<file path="src/rtl/core/lmtrr_pkg.sv">
// Shared types and constants for the LED matrix text row renderer.
// Used by the front, the command queue, the render back end and the top level.
package lmtrr_pkg;

  localparam int FONT_BYTES_DEF = 1024;
  localparam int TEXT_CHARS_DEF = 64;
  localparam int MAX_ROW_LEDS   = 64;
  localparam int QUEUE_DEPTH    = 4;

  localparam logic [23:0] COLOUR_ON  = 24'h3F0000;
  localparam logic [23:0] COLOUR_OFF = 24'h000000;
  localparam logic [7:0]  SPACE_CODE = 8'h20;
  localparam logic [2:0]  MSB_COL    = 3'd7;

  // Input item kinds
  localparam logic [1:0] KIND_FONT_WR = 2'd0;
  localparam logic [1:0] KIND_TEXT_WR = 2'd1;
  localparam logic [1:0] KIND_RENDER  = 2'd2;

  // Configuration register indexes
  localparam logic [2:0] REG_MATRIX_ROWS     = 3'd0;
  localparam logic [2:0] REG_LEDS_IN_ROW     = 3'd1;
  localparam logic [2:0] REG_ZIGZAG_MODE     = 3'd2;
  localparam logic [2:0] REG_GLYPH_WIDTH     = 3'd3;
  localparam logic [2:0] REG_GLYPH_HEIGHT    = 3'd4;
  localparam logic [2:0] REG_FIRST_FONT_CHAR = 3'd5;

  typedef enum logic [1:0] {
    CMD_FONT_WR,
    CMD_TEXT_WR,
    CMD_RENDER
  } cmd_t;

  typedef struct packed {
    logic [4:0] matrix_rows;
    logic [6:0] leds_in_row;
    logic       zigzag_mode;
    logic [3:0] glyph_width;
    logic [4:0] glyph_height;
    logic [7:0] first_font_char;
  } cfg_t;

  typedef struct packed {
    cmd_t       cmd;
    logic [9:0] addr;
    logic [7:0] data;
    logic [3:0] row;
    logic [5:0] first;
    logic [2:0] offset;
    logic [6:0] tlen;
  } cmd_item_t;

endpackage

</file>
<file path="src/rtl/core/lmtrr_front.sv">
// Front end: accepts input items, drops the ones with no effect and turns
// the rest into queue commands. Depends on lmtrr_pkg.
module lmtrr_front #(
  parameter int FONT_BYTES = lmtrr_pkg::FONT_BYTES_DEF,
  parameter int TEXT_CHARS = lmtrr_pkg::TEXT_CHARS_DEF
) (
  input  lmtrr_pkg::cfg_t      cfg,
  input  logic                 in_valid,
  output logic                 in_ready,
  input  logic [1:0]           kind,
  input  logic [9:0]           store_address,
  input  logic [7:0]           store_data,
  input  logic [3:0]           row_index,
  input  logic [5:0]           start_letter,
  input  logic [2:0]           inner_offset,
  input  logic [6:0]           text_length,
  input  logic                 queue_full,
  output logic                 push,
  output lmtrr_pkg::cmd_item_t item
);
  import lmtrr_pkg::*;

  logic keep;

  always_comb begin
    item.cmd    = CMD_RENDER;
    item.addr   = store_address;
    item.data   = store_data;
    item.row    = row_index;
    item.first  = start_letter;
    item.offset = inner_offset;
    item.tlen   = text_length;
    keep        = 1'b0;
    unique case (kind)
      KIND_FONT_WR: begin
        item.cmd = CMD_FONT_WR;
        keep     = {3'b000, store_address} < 13'(FONT_BYTES);
      end
      KIND_TEXT_WR: begin
        item.cmd = CMD_TEXT_WR;
        keep     = {1'b0, store_address} < 11'(TEXT_CHARS);
      end
      KIND_RENDER: begin
        // rows outside the matrix or the glyph emit nothing and do not flip
        keep = ({1'b0, row_index} < cfg.matrix_rows) &&
               ({1'b0, row_index} < cfg.glyph_height);
      end
      default: keep = 1'b0;
    endcase
  end

  assign in_ready = !queue_full;
  assign push     = in_valid && in_ready && keep;

endmodule

</file>
<file path="config.mk">
export PLATFORM = sky130hd
export DESIGN_NAME = lmtrr_front
export DESIGN_NICKNAME = d
export VERILOG_FILES = /design/src/rtl/core/lmtrr_pkg.sv /design/src/rtl/core/lmtrr_front.sv
export SDC_FILE = /design/constraint.sdc
export NUM_CORES = 1
export LEC_CHECK = 0
export BUFFER_PORTS_ARGS = -buffer_cell sky130_fd_sc_hd__buf_4
export CAP_MARGIN = 25
export CORE_UTILIZATION = 26
export DETAILED_ROUTE_END_ITERATION = 8
export GPL_ROUTABILITY_DRIVEN = 0
export PLACE_DENSITY_LB_ADDON = 0.05
export SLEW_MARGIN = 20
export SYNTH_ARGS = -nofsm -noshare
export SYNTH_HDL_FRONTEND = slang
export SYNTH_SLANG_ARGS = --single-unit
</file>
<file path="constraint.sdc">
create_clock -name vclk -period 1.6
set_input_delay 0.16 -clock vclk [all_inputs]
set_output_delay 0.16 -clock vclk [all_outputs]
set_load 0.03 [all_outputs]
</file>
======== After elaboration in Yosys (flattened, before gate mapping) ========
Cells that the tools add are included.
word-level totals
  flip-flop bits (word level) ............. 0
  bits of input ports ..................... 72
  output and inout bits ................... 42
  word-level logic and storage cells ...... 12
cells by class
  order comparisons ....................... 3
  eq/ne operators ......................... 2
  muxes and demuxes ....................... 2
  reductions and logical operators ........ 5
operators by type and width
  kind                 count
  $lt 10x7->1 const B  1
  $lt 4x5->1           2
  $pmux 2 s2           1
  $logic_and 1x1->1    3
  $pmux 1 s3           1
  $eq 2x1->1 const B   1
  $eq 2x2->1 const B   1
  $logic_not 2->1      1
  $logic_not 1->1      1

======== Depth between registers and ports, before layout ========
  depth in word-level cells ............... 4
  depth in mapped cells ................... 6
  depth with buffers taken out ............ 6

======== Least setup slack after synthesis ========
Ideal clock, no wire load.
  path kind ............................... input to output
  from .................................... input port kind[1]
  to ...................................... output port push
  data arrival time ....................... 1.586 ns
  data required time ...................... 1.440 ns
  path slack .............................. -0.146 ns
  stages on the path ...................... 4
  buffers on the path ..................... 0
  cell sequence ........................... or4_1 -> o21ai_1 -> nand3_1 -> nor3_1
between the ends
  longest elaborated chain between the ends .. 3
  elaborated cells between the ends (all ways) .. 5
ends and longest elaborated chain
  item                                      RTL line           source
  start: declaration                        lmtrr_front.sv:10  input logic [1:0] kind,
  $eq 2x2->1, or another cell as far along  lmtrr_front.sv:34  unique case (kind)
  $pmux 1 s3 (*)                            lmtrr_front.sv:34
  $logic_and 1x1->1 (*)                     lmtrr_front.sv:53  assign push = in_valid && in_ready && keep;
  end: declaration                          lmtrr_front.sv:18  output logic push,
Mark *: on every way between the ends. The rest lies on a longest branch, timed or not.

======== Worst setup path in the final report ========
Ends and elaborated chain as after synthesis.

==> qor.csv <==
stage;metric;value;unit
layout;clock_buffers;0;
layout;nFillCells;193;
synthesis;synth_cell_types;17;
pwr;p_leak;0.284;nW
sta;setup_viol_count_final;0;
layout;most-common-layout-cells;buf_4, inv_1, ha_1;
routing;wirelength;747;um
sta;fin_crit_sh;0.947;
sta;fin_crit;1.52;ns
job;maxCapViolCount;0;
routing;drcViolationCount;0;
floorplanning;start_util;0.283;
routing;drt-initial-drc-count;0;
critical_path;crit_path_max_incr_delay;0.51;ns
critical_path;path_max_fanout;2;
global_routing;grt_util_all_layers;0.0693;
global_routing;overflow;0;
global_routing;grt_pass1_wl;1.11;mm
sta;fmax;660;MHz
routing;routedLengthMet1;281;um
layout;fin_cells;90;
synthesis;syn_area;494;um^2
critical_path;cp_common_cell;buf_4;
global_routing;grt_max_degree;5;
layout;diodes;0;
sta;finalSetupTns;0;ns
critical_path;slowest_stage;or4_1;
placement;placed_area;499;um^2
critical_path;crit_chain;buf_4, or4_1, o21ai_1, nand3_1, nor3_2, buf_4;
pwr;internal_power;72.3;uW
placement;post-place-cells;90;
layout;nNetsFinal;145;
pwr;switching_share;0.478;
critical_path;critPathCaptureType;output port;
routing;dr.max_layer_used;met4;
clocking;cts_hold_buf;0;
pwr;power_frac_comb;1.000;
synthesis;synth_cells;69;
synthesis;synth_nets;147;
synthesis;synthAdderAreaFrac;0.152;
floorplanning;rows;15;
critical_path;path_buf_inv;2;
layout;final_common_cell;buf_4;
layout;area.growth.synth_to_final;1.01;%
sta;final_max_slew_viol_count;0;
placement;hpwlAfterDp;692;um
pwr;irDropWorstVdd;0.0000837;V
floorplanning;io_pins;114;
critical_path;path_class;in -> out;
status;status;completed;
synthesis;synthSimpleGateAreaFrac;0.114;
synthesis;yosysWarnings;0;
hold_path;min_path_type;in -> out;
global_routing;antenna_found_initial;0;
routing;met3_length;96;um
sta;hold_violations;0;
synthesis;synth_top_family_by_area;buffers and inverters;
synthesis;synthMuxAreaShare;0;
critical_path;start_kind;input pin;
routing;via_per_inst;3.96;
critical_path;critPathArrivalTime;1.36;ns
clocking;cts_resized;0;
pwr;clkPwrFrac;0;
synthesis;synth.yosys.seq_area_share;0;
pwr;power.total;139;uW
routing;wl_met2;366;um
critical_path;cp.required;1.44;ns
synthesis;synth_compound_area_frac;0.0861;
synthesis;syn_area_per_cell;7.16;um^2
pwr;switchingPower;66.3;uW
floorplanning;die_x;45.6;um
layout;design.seq.count;0;
pwr;power_density;278;nW/um^2
synthesis;synth_xor_area_frac;0;
layout;layout-drive-gt1-share;0.554;
pwr;power_frac_seq;0;
floorplanning;core-area;1750;um^2
sta;hold_slack;0.320;ns
placement;port_buffers;34;
layout;stdcell_area;499;um^2
sta;rsz0062_at_grt;false;
routing;drtPass1Iterations;1;
critical_path;cp_top_family;simple AND/OR/NAND/NOR gates;
floorplanning;die_y;45.6;um
sta;worst_slew_pin_slew;0.191;ns
routing;ant_nets;0;
floorplanning;die_area;2080;um^2
layout;seqCellArea;0;um^2
clocking;cts_setup_buffers;0;
global_routing;grt_pass1_vias;300;
routing;wl_per_cell;8.30;um
routing;vias;356;
sta;slew_headroom;0.872;
[power by group through the flow]
stage / clock network [mW] / logic [mW] / registers, mW
finish: 0 / 0.139 / 0
global route: 0 / 0.153 / 0
CTS: 0 / 0.142 / 0
detailed placement: 0 / 0.141 / 0
global placement: 0 / 0.142 / 0
floorplan: 0 / 0.221 / 0
[final cells by class]
class / count / area (um^2) / share of cell area
Multi-Input combinational cell: 23 / 179 / 0.358
Tap cell: 25 / 31.3 / 0.0627
Timing Repair Buffer: 35 / 263 / 0.526
Inverter: 7 / 26.3 / 0.0526
[final timing paths]
path	from	end	slack [ns]	cells past startpoint
hold / removal	text_length[0]	item[0]	0.32	0
setup / recovery	kind[1]	push	0.08	6
[per-layer routing]
layer | GRT usage | up-vias
met5 | 0 | -
met4 | 0.0364 | 0
met3 | 0.0198 | 2
met2 | 0.120 | 23
met1 | 0.0753 | 154
li1 | - | 177
[through the flow]
stage	setup slack (ns)	utilization
2_1_floorplan	0.0864	-
3_3_place_gp	0.0436	0.286
3_5_place_dp	0.0734	0.286
4_1_cts	0.0657	0.286
5_1_grt	0.000833	0.286
6_report	0.0843	0.286
[cell usage after synthesis]
cell type,instances,area share
o221ai_1,1,0.018
nor2_1,3,0.023
o21ai_1,1,0.010
o31a_1,1,0.018
and2b_1,1,0.015
o21ai_0,2,0.020
ha_1,6,0.15
nand3_1,1,0.010
nand2b_1,1,0.013
nor3_1,1,0.010
inv_1,7,0.053
nor2b_1,1,0.013
dlygate4sd1_1,1,0.018
a21oi_1,2,0.020
nor3b_1,1,0.015
or4_1,1,0.015
buf_4,38,0.58
[kinds of logic after synthesis]
kind of cell / after synthesis
AOI/OAI and AO/OA: 7
and+or+nand+nor: 10
adders and majority gates: 6
buffers and inverters: 46
No activity file was read; power rests on OpenSTA's default activity.
