===== config.mk =====
export PLATFORM = sky130hd
export DESIGN_NAME = lmtrr_queue
export DESIGN_NICKNAME = d
export VERILOG_FILES = /design/src/rtl/core/lmtrr_pkg.sv /design/src/rtl/core/lmtrr_queue.sv
export SDC_FILE = /design/constraint.sdc
export NUM_CORES = 1
export LEC_CHECK = 0
export ABC_AREA = 1
export BUFFER_PORTS_ARGS = -buffer_cell sky130_fd_sc_hd__buf_2
export CAP_MARGIN = 20
export CORE_MARGIN = 5
export CORE_UTILIZATION = 51
export DETAILED_ROUTE_END_ITERATION = 10
export PLACE_DENSITY = 0.82
export SYNTH_ARGS = -nofsm -noshare
export SYNTH_HDL_FRONTEND = slang
export SYNTH_SLANG_ARGS = --single-unit

===== constraint.sdc =====
create_clock -name clk -period 1.8 [get_ports clk]
set_clock_uncertainty 0.2 [all_clocks]
set_input_delay 0.18 -clock clk [delete_from_list [all_inputs] [get_ports clk]]
set_output_delay 0.18 -clock clk [all_outputs]
set_load 0.1 [all_outputs]

===== src/rtl/core/lmtrr_pkg.sv =====
// Shared types and constants for the LED matrix text row renderer.
// Used by the front, the command queue, the render back end and the top level.
package lmtrr_pkg;

  localparam int FONT_BYTES_DEF = 1024;
  localparam int TEXT_CHARS_DEF = 64;
  localparam int MAX_ROW_LEDS   = 64;
  localparam int QUEUE_DEPTH    = 4;

  localparam logic [23:0] COLOUR_ON  = 24'h3F0000;
  localparam logic [23:0] COLOUR_OFF = 24'h000000;
  localparam logic [7:0]  SPACE_CODE = 8'h20;
  localparam logic [2:0]  MSB_COL    = 3'd7;

  // Input item kinds
  localparam logic [1:0] KIND_FONT_WR = 2'd0;
  localparam logic [1:0] KIND_TEXT_WR = 2'd1;
  localparam logic [1:0] KIND_RENDER  = 2'd2;

  // Configuration register indexes
  localparam logic [2:0] REG_MATRIX_ROWS     = 3'd0;
  localparam logic [2:0] REG_LEDS_IN_ROW     = 3'd1;
  localparam logic [2:0] REG_ZIGZAG_MODE     = 3'd2;
  localparam logic [2:0] REG_GLYPH_WIDTH     = 3'd3;
  localparam logic [2:0] REG_GLYPH_HEIGHT    = 3'd4;
  localparam logic [2:0] REG_FIRST_FONT_CHAR = 3'd5;

  typedef enum logic [1:0] {
    CMD_FONT_WR,
    CMD_TEXT_WR,
    CMD_RENDER
  } cmd_t;

  typedef struct packed {
    logic [4:0] matrix_rows;
    logic [6:0] leds_in_row;
    logic       zigzag_mode;
    logic [3:0] glyph_width;
    logic [4:0] glyph_height;
    logic [7:0] first_font_char;
  } cfg_t;

  typedef struct packed {
    cmd_t       cmd;
    logic [9:0] addr;
    logic [7:0] data;
    logic [3:0] row;
    logic [5:0] first;
    logic [2:0] offset;
    logic [6:0] tlen;
  } cmd_item_t;

endpackage


===== src/rtl/core/lmtrr_queue.sv =====
// Short command queue between the front end and the render back end.
// Depends on lmtrr_pkg for the command item type.
module lmtrr_queue #(
  parameter int DEPTH = lmtrr_pkg::QUEUE_DEPTH
) (
  input  logic                 clk,
  input  logic                 rst,
  input  logic                 push,
  input  lmtrr_pkg::cmd_item_t item_in,
  input  logic                 pop,
  output lmtrr_pkg::cmd_item_t item_out,
  output logic                 full,
  output logic                 empty
);
  import lmtrr_pkg::*;

  localparam int AW    = (DEPTH > 1) ? $clog2(DEPTH) : 1;
  localparam int CNT_W = AW + 1;

  cmd_item_t          entries [DEPTH];
  logic [AW-1:0]      wr_ptr;
  logic [AW-1:0]      rd_ptr;
  logic [CNT_W-1:0]   fill;

  assign full     = (fill == CNT_W'(DEPTH));
  assign empty    = (fill == '0);
  assign item_out = entries[rd_ptr];

  always_ff @(posedge clk) begin
    if (rst) begin
      wr_ptr <= '0;
      rd_ptr <= '0;
      fill   <= '0;
    end else begin
      if (push) begin
        wr_ptr <= (wr_ptr == AW'(DEPTH - 1)) ? '0 : wr_ptr + AW'(1);
      end
      if (pop) begin
        rd_ptr <= (rd_ptr == AW'(DEPTH - 1)) ? '0 : rd_ptr + AW'(1);
      end
      if (push && !pop) begin
        fill <= fill + CNT_W'(1);
      end else if (pop && !push) begin
        fill <= fill - CNT_W'(1);
      end
    end
  end

  always_ff @(posedge clk) begin
    if (push) begin
      entries[wr_ptr] <= item_in;
    end
  end

endmodule


[Word level (Yosys, flattened, before mapping)]
Memory sizes are Yosys's and may differ from the RTL's. A register that Yosys moved wholly into a read port is not among the register bits.
Cells that the tools add are included.
Operators by class
  add/subtract/negate cells: 4
  eq/ne operators: 3
  muxes and demuxes: 8
  reductions and logical operators: 6
Operators with widths (number)
  $mux W2: 4
  $mux W3: 2
  $add A2 B1 Y2 const B: 2
  $eq A2 B2 Y1 const B: 2
  $add A3 B1 Y3 const B: 1
  $eq A3 B3 Y1 const B: 1
  $logic_not A3 Y1: 1
  $sub A3 B1 Y3 const B: 1
  $logic_and A1 B1 Y1: 2
  $logic_not A1 Y1: 2
  $mux W1: 2
  $reduce_bool A2 Y1: 1
Storage, ports and cells
  register bits: 7
  RAM bits: 160
  bits of input ports: 44
  output and inout bits: 42
  logic and storage cells: 25
  memories kept: 1
Memory list
  entries: depth 4, width 40, rd ports 1, clocked after Yosys merged registers in 1, write ports 1, RTL line lmtrr_queue.sv:20  | cmd_item_t entries [DEPTH];

[Logic depth before layout (Yosys ltp)]
  depth after elaboration: 4
  depth in mapped cells: 10
  gate-level depth less buffers: 10

[Worst setup path before layout]
Ideal clock, no wire load.
  kind: reg-to-output
  start: reg fill[0]
  end: out empty
  arrival time: 2.418 ns
  data required time: 1.420 ns
  setup slack: -0.998 ns
  cell stages (with the launch flop): 2
  path buffers: 0
  cells stage by stage: dfxtp_1 -> nor3_1
On the way
  cells in the longest elaborated chain, start to end: 1
RTL lines
  from (decl): RTL line lmtrr_queue.sv:23  | logic [CNT_W-1:0] fill;
  from (signal assigned): RTL line lmtrr_queue.sv:42  | fill <= fill + CNT_W'(1);
  from (signal assigned): RTL line lmtrr_queue.sv:44  | fill <= fill - CNT_W'(1);
  $logic_not A3 Y1: RTL line lmtrr_queue.sv:26  | assign empty = (fill == '0);
  to (decl): RTL line lmtrr_queue.sv:13  | output logic empty
Every way passes these cells.

==> results.toml <==
[outcome]
run_status = "complete, but fails checks"
failed_checks = "negative setup slack"

[die]
std_cell_rows = 41
core-area_um2 = 12600
io_pins = 86
die-area_um2 = 15100
floorplan.initialDensity_pct = 51.8
fp.dieW_um = 123
die_h_um = 123

[global_routing]
grt_usage_pct = 22.6
antenna_violations_before_repair = 1
grt_pass1_wl_um = 25000
global_route.overflow_total = 0
number_of_global_route_vias_before_repair = 4714
pin_count_of_the_biggest_net_entering_global_routing = 41

[detailed_routing]
drc_errors = 0
finalWirelength_um = 15900
drt.antenna.violating_nets = 0
detailedRoute.firstIterationViolations = 304
via_count = 4325
vias_per_cell = 5.51
avgRoutedWirePerCell_um = 20.2
drt-pass1-iter-count = 5

[sta]
rsz0062_at_grt = "true"
tightestPinTransition_ps = 421
slack_of_the_critical_path_ps = -262
min_period_over_period_pct = 115
finalSetupViolations = 40
hold_viol = 0
slew-limit-headroom_pct = 71.9
fmaxAchievable_ghz = 0.485
finalMaxSlewViolations = 0
fin_crit_ps = 2060

[worst_setup_path]
dominant_delay_contributor_by_cell_family_on_the_critical_path = "buffers and inverters"
critPathMaxStageDelay_ps = 400
crit_top_cell = "sky130_fd_sc_hd__buf_12"
critical_path_rt_ps = 1420
critical_path.cell_chain = "buf_16, buf_12, o21ai_2, o22ai_4, buf_12"
data_arrival_critical_path_ps = 1680
crit_path_top_delay_cell = "sky130_fd_sc_hd__dfxtp_4"
cp_num_buf_inv = 3
start_kind = "flip-flop"
worst_r2r_path_depth = 5
worstSetupPathType = "reg2out"
crit_path_max_fanout = 12
cp_num_cells = 5
critPathCaptureType = "output port"

[layout]
synthToLayoutAreaGrowth_pct = 52.6
final_cell_mix = "sky130_fd_sc_hd__edfxtp_1 (160), sky130_fd_sc_hd__o21ai_1 (63), sky130_fd_sc_hd__nor2_1 (55), sky130_fd_sc_hd__buf_12 (52), sky130_fd_sc_hd__dlygate4sd3_1 (44)"
postLayoutCellArea_um2 = 9930
nets = 651
layout.cells.most_common = "sky130_fd_sc_hd__edfxtp_1"
drive_above_1_share_pct = 40.6
num_antenna_cells = 0

[placed_design]
hpwlAfterDp_um = 8310
place_area_um2 = 8260
gp_routability_congestion = 0.771
portBuffers = 85

[worst_hold_path]
holdCritPathClass = "in2reg"
hold_path_depth = 5

[yosys]
biggest_area_contributors_in_the_synthesized_netlist = "sky130_fd_sc_hd__edfxtp_1 (74%), sky130_fd_sc_hd__nor2_1 (5.1%), sky130_fd_sc_hd__o22ai_1 (3.8%)"
synth.top_cell.area_share_pct = 73.8
ys_types = 22
netlist_area_um2 = 6510
synth-seq-area-share_pct = 76.6
synth_top_cell_by_area = "sky130_fd_sc_hd__edfxtp_1"
synth_area_per_inst_um2 = 14.6
mappedNetlistNets = 497
ys_ff_latch = 169
synth_cells = 446
ys.warnings.count = 0

[clocking]
clockRootBuffer = "sky130_fd_sc_hd__clkbuf_16"
cts_num_sinks = 169
cts.clk_slew.worst_paths_ps = 60
tritoncts.num_buffers = 17
cts_tree = "built"
htreeDepth = 4
clock_path_buffers = 2
clk_latency_ps = 420

[power_and_ir_drop]
vdd.ir_drop.worst_v = 0.000782
pwr_density_cell_nw_per_um2 = 1140
post-layout-total-power_w = 0.0113
total_leakage_power_nw = 3.45

[flow_run]
cap_viol_max_count = 0
area by class of cell:
type | count | area, µm²
Sequential cell | 169 | 4990
Fill cell | 665 | 2630
Multi-Input combinational cell | 236 | 2010
Timing Repair Buffer | 159 | 2000
Clock buffer | 17 | 425
Tap cell | 172 | 215
Clock inverter | 15 | 183
Inverter | 16 | 95.1
Timing Repair inverter | 1 | 20.0
state kept, by name, indices dropped and copies added (netlist names), named ones only:
name	count
entries	160
fill	3
rd_ptr	2
wr_ptr	2
worst min-delay path: stages:
cell	delay [ps]
sky130_fd_sc_hd__buf_2	110
sky130_fd_sc_hd__inv_2	60
sky130_fd_sc_hd__ha_2	170
sky130_fd_sc_hd__xor2_1	70
sky130_fd_sc_hd__nor2_1	70
Yosys cell counts:
master                     count
sky130_fd_sc_hd__edfxtp_1    160
sky130_fd_sc_hd__nor2_1       88
sky130_fd_sc_hd__o21ai_0      43
sky130_fd_sc_hd__o22ai_1      40
sky130_fd_sc_hd__o21ai_1      37
sky130_fd_sc_hd__inv_1        15
sky130_fd_sc_hd__dfxtp_1       9
sky130_fd_sc_hd__buf_2         8
sky130_fd_sc_hd__nand2_1       8
sky130_fd_sc_hd__ha_1          6
sky130_fd_sc_hd__buf_6         5
sky130_fd_sc_hd__buf_12        4
sky130_fd_sc_hd__buf_4         4
sky130_fd_sc_hd__buf_8         4
sky130_fd_sc_hd__nor3_1        4
sky130_fd_sc_hd__a21oi_1       3
sky130_fd_sc_hd__o21ai_2       3
sky130_fd_sc_hd__fa_1          1
sky130_fd_sc_hd__inv_12        1
sky130_fd_sc_hd__nand3_1       1
sky130_fd_sc_hd__nand4_1       1
sky130_fd_sc_hd__xor2_1        1
logic make-up after synthesis:
logic type	after synthesis	share of synthesized area [%]
AO/OA/AOI/OAI	126	10.6
buffers and inverters	41	5.21
adder cells (fa/ha/maj)	7	1.46
XOR/XNOR	1	0.135
flip-flops	169	76.6
AND/OR/NAND/NOR	102	6.01
repair_timing:
action,in CTS,in global routing
hold buffers,44,1
hold endpoints to repair,169,2
cloned,7,0
buffers inserted,6,2
pin swaps,6,13
setup endpoints to repair,42,42
resized for setup,123,19
path summary, 6_finish.rpt:
kind / slack [ps] / endpoint / from
min reg2reg: 340 / wr_ptr[1]$_SDFFE_PP0P_ / wr_ptr[1]$_SDFFE_PP0P_
max: -260 / item_out[34] / flip-flop
min: 70 / fill[0]$_SDFFE_PP0P_ / pop
max reg2reg: 70 / wr_ptr[0]$_SDFFE_PP0P_ / wr_ptr[0]$_SDFFE_PP0P_
metrics by stage:
stage               hold slack (ps)  setup TNS (ps)  utilization (%)  cells  setup slack [ps]
floorplan                      45.0            -306                -    446              -153
global route                    100          -11860             79.0    785              -331
finish                         66.6           -8790             79.0    785              -262
detailed placement              190               0             65.7    694              8.24
global placement                185               0             65.7    694              88.8
CTS                             279           -9680             78.5    783              -266
power by group:
group	total, W	internal [W]	leakage (nW)	switching (W)
clock network	0.00371	0.00229	0.291	0.00142
logic	0.00302	0.00111	1.61	0.00191
registers	0.00458	0.00449	1.55	0.0000919
total	0.0113	0.00789	3.45	0.00341
layer usage:
layer	up-vias	routed length [µm]	track usage (%)
met5	-	13	0
met4	2	385	9.76
met3	33	746	5.35
met2	134	8520	39.3
met1	2182	6230	27.0
li1	1974	-	-
(Power assumes the default switching activity.)
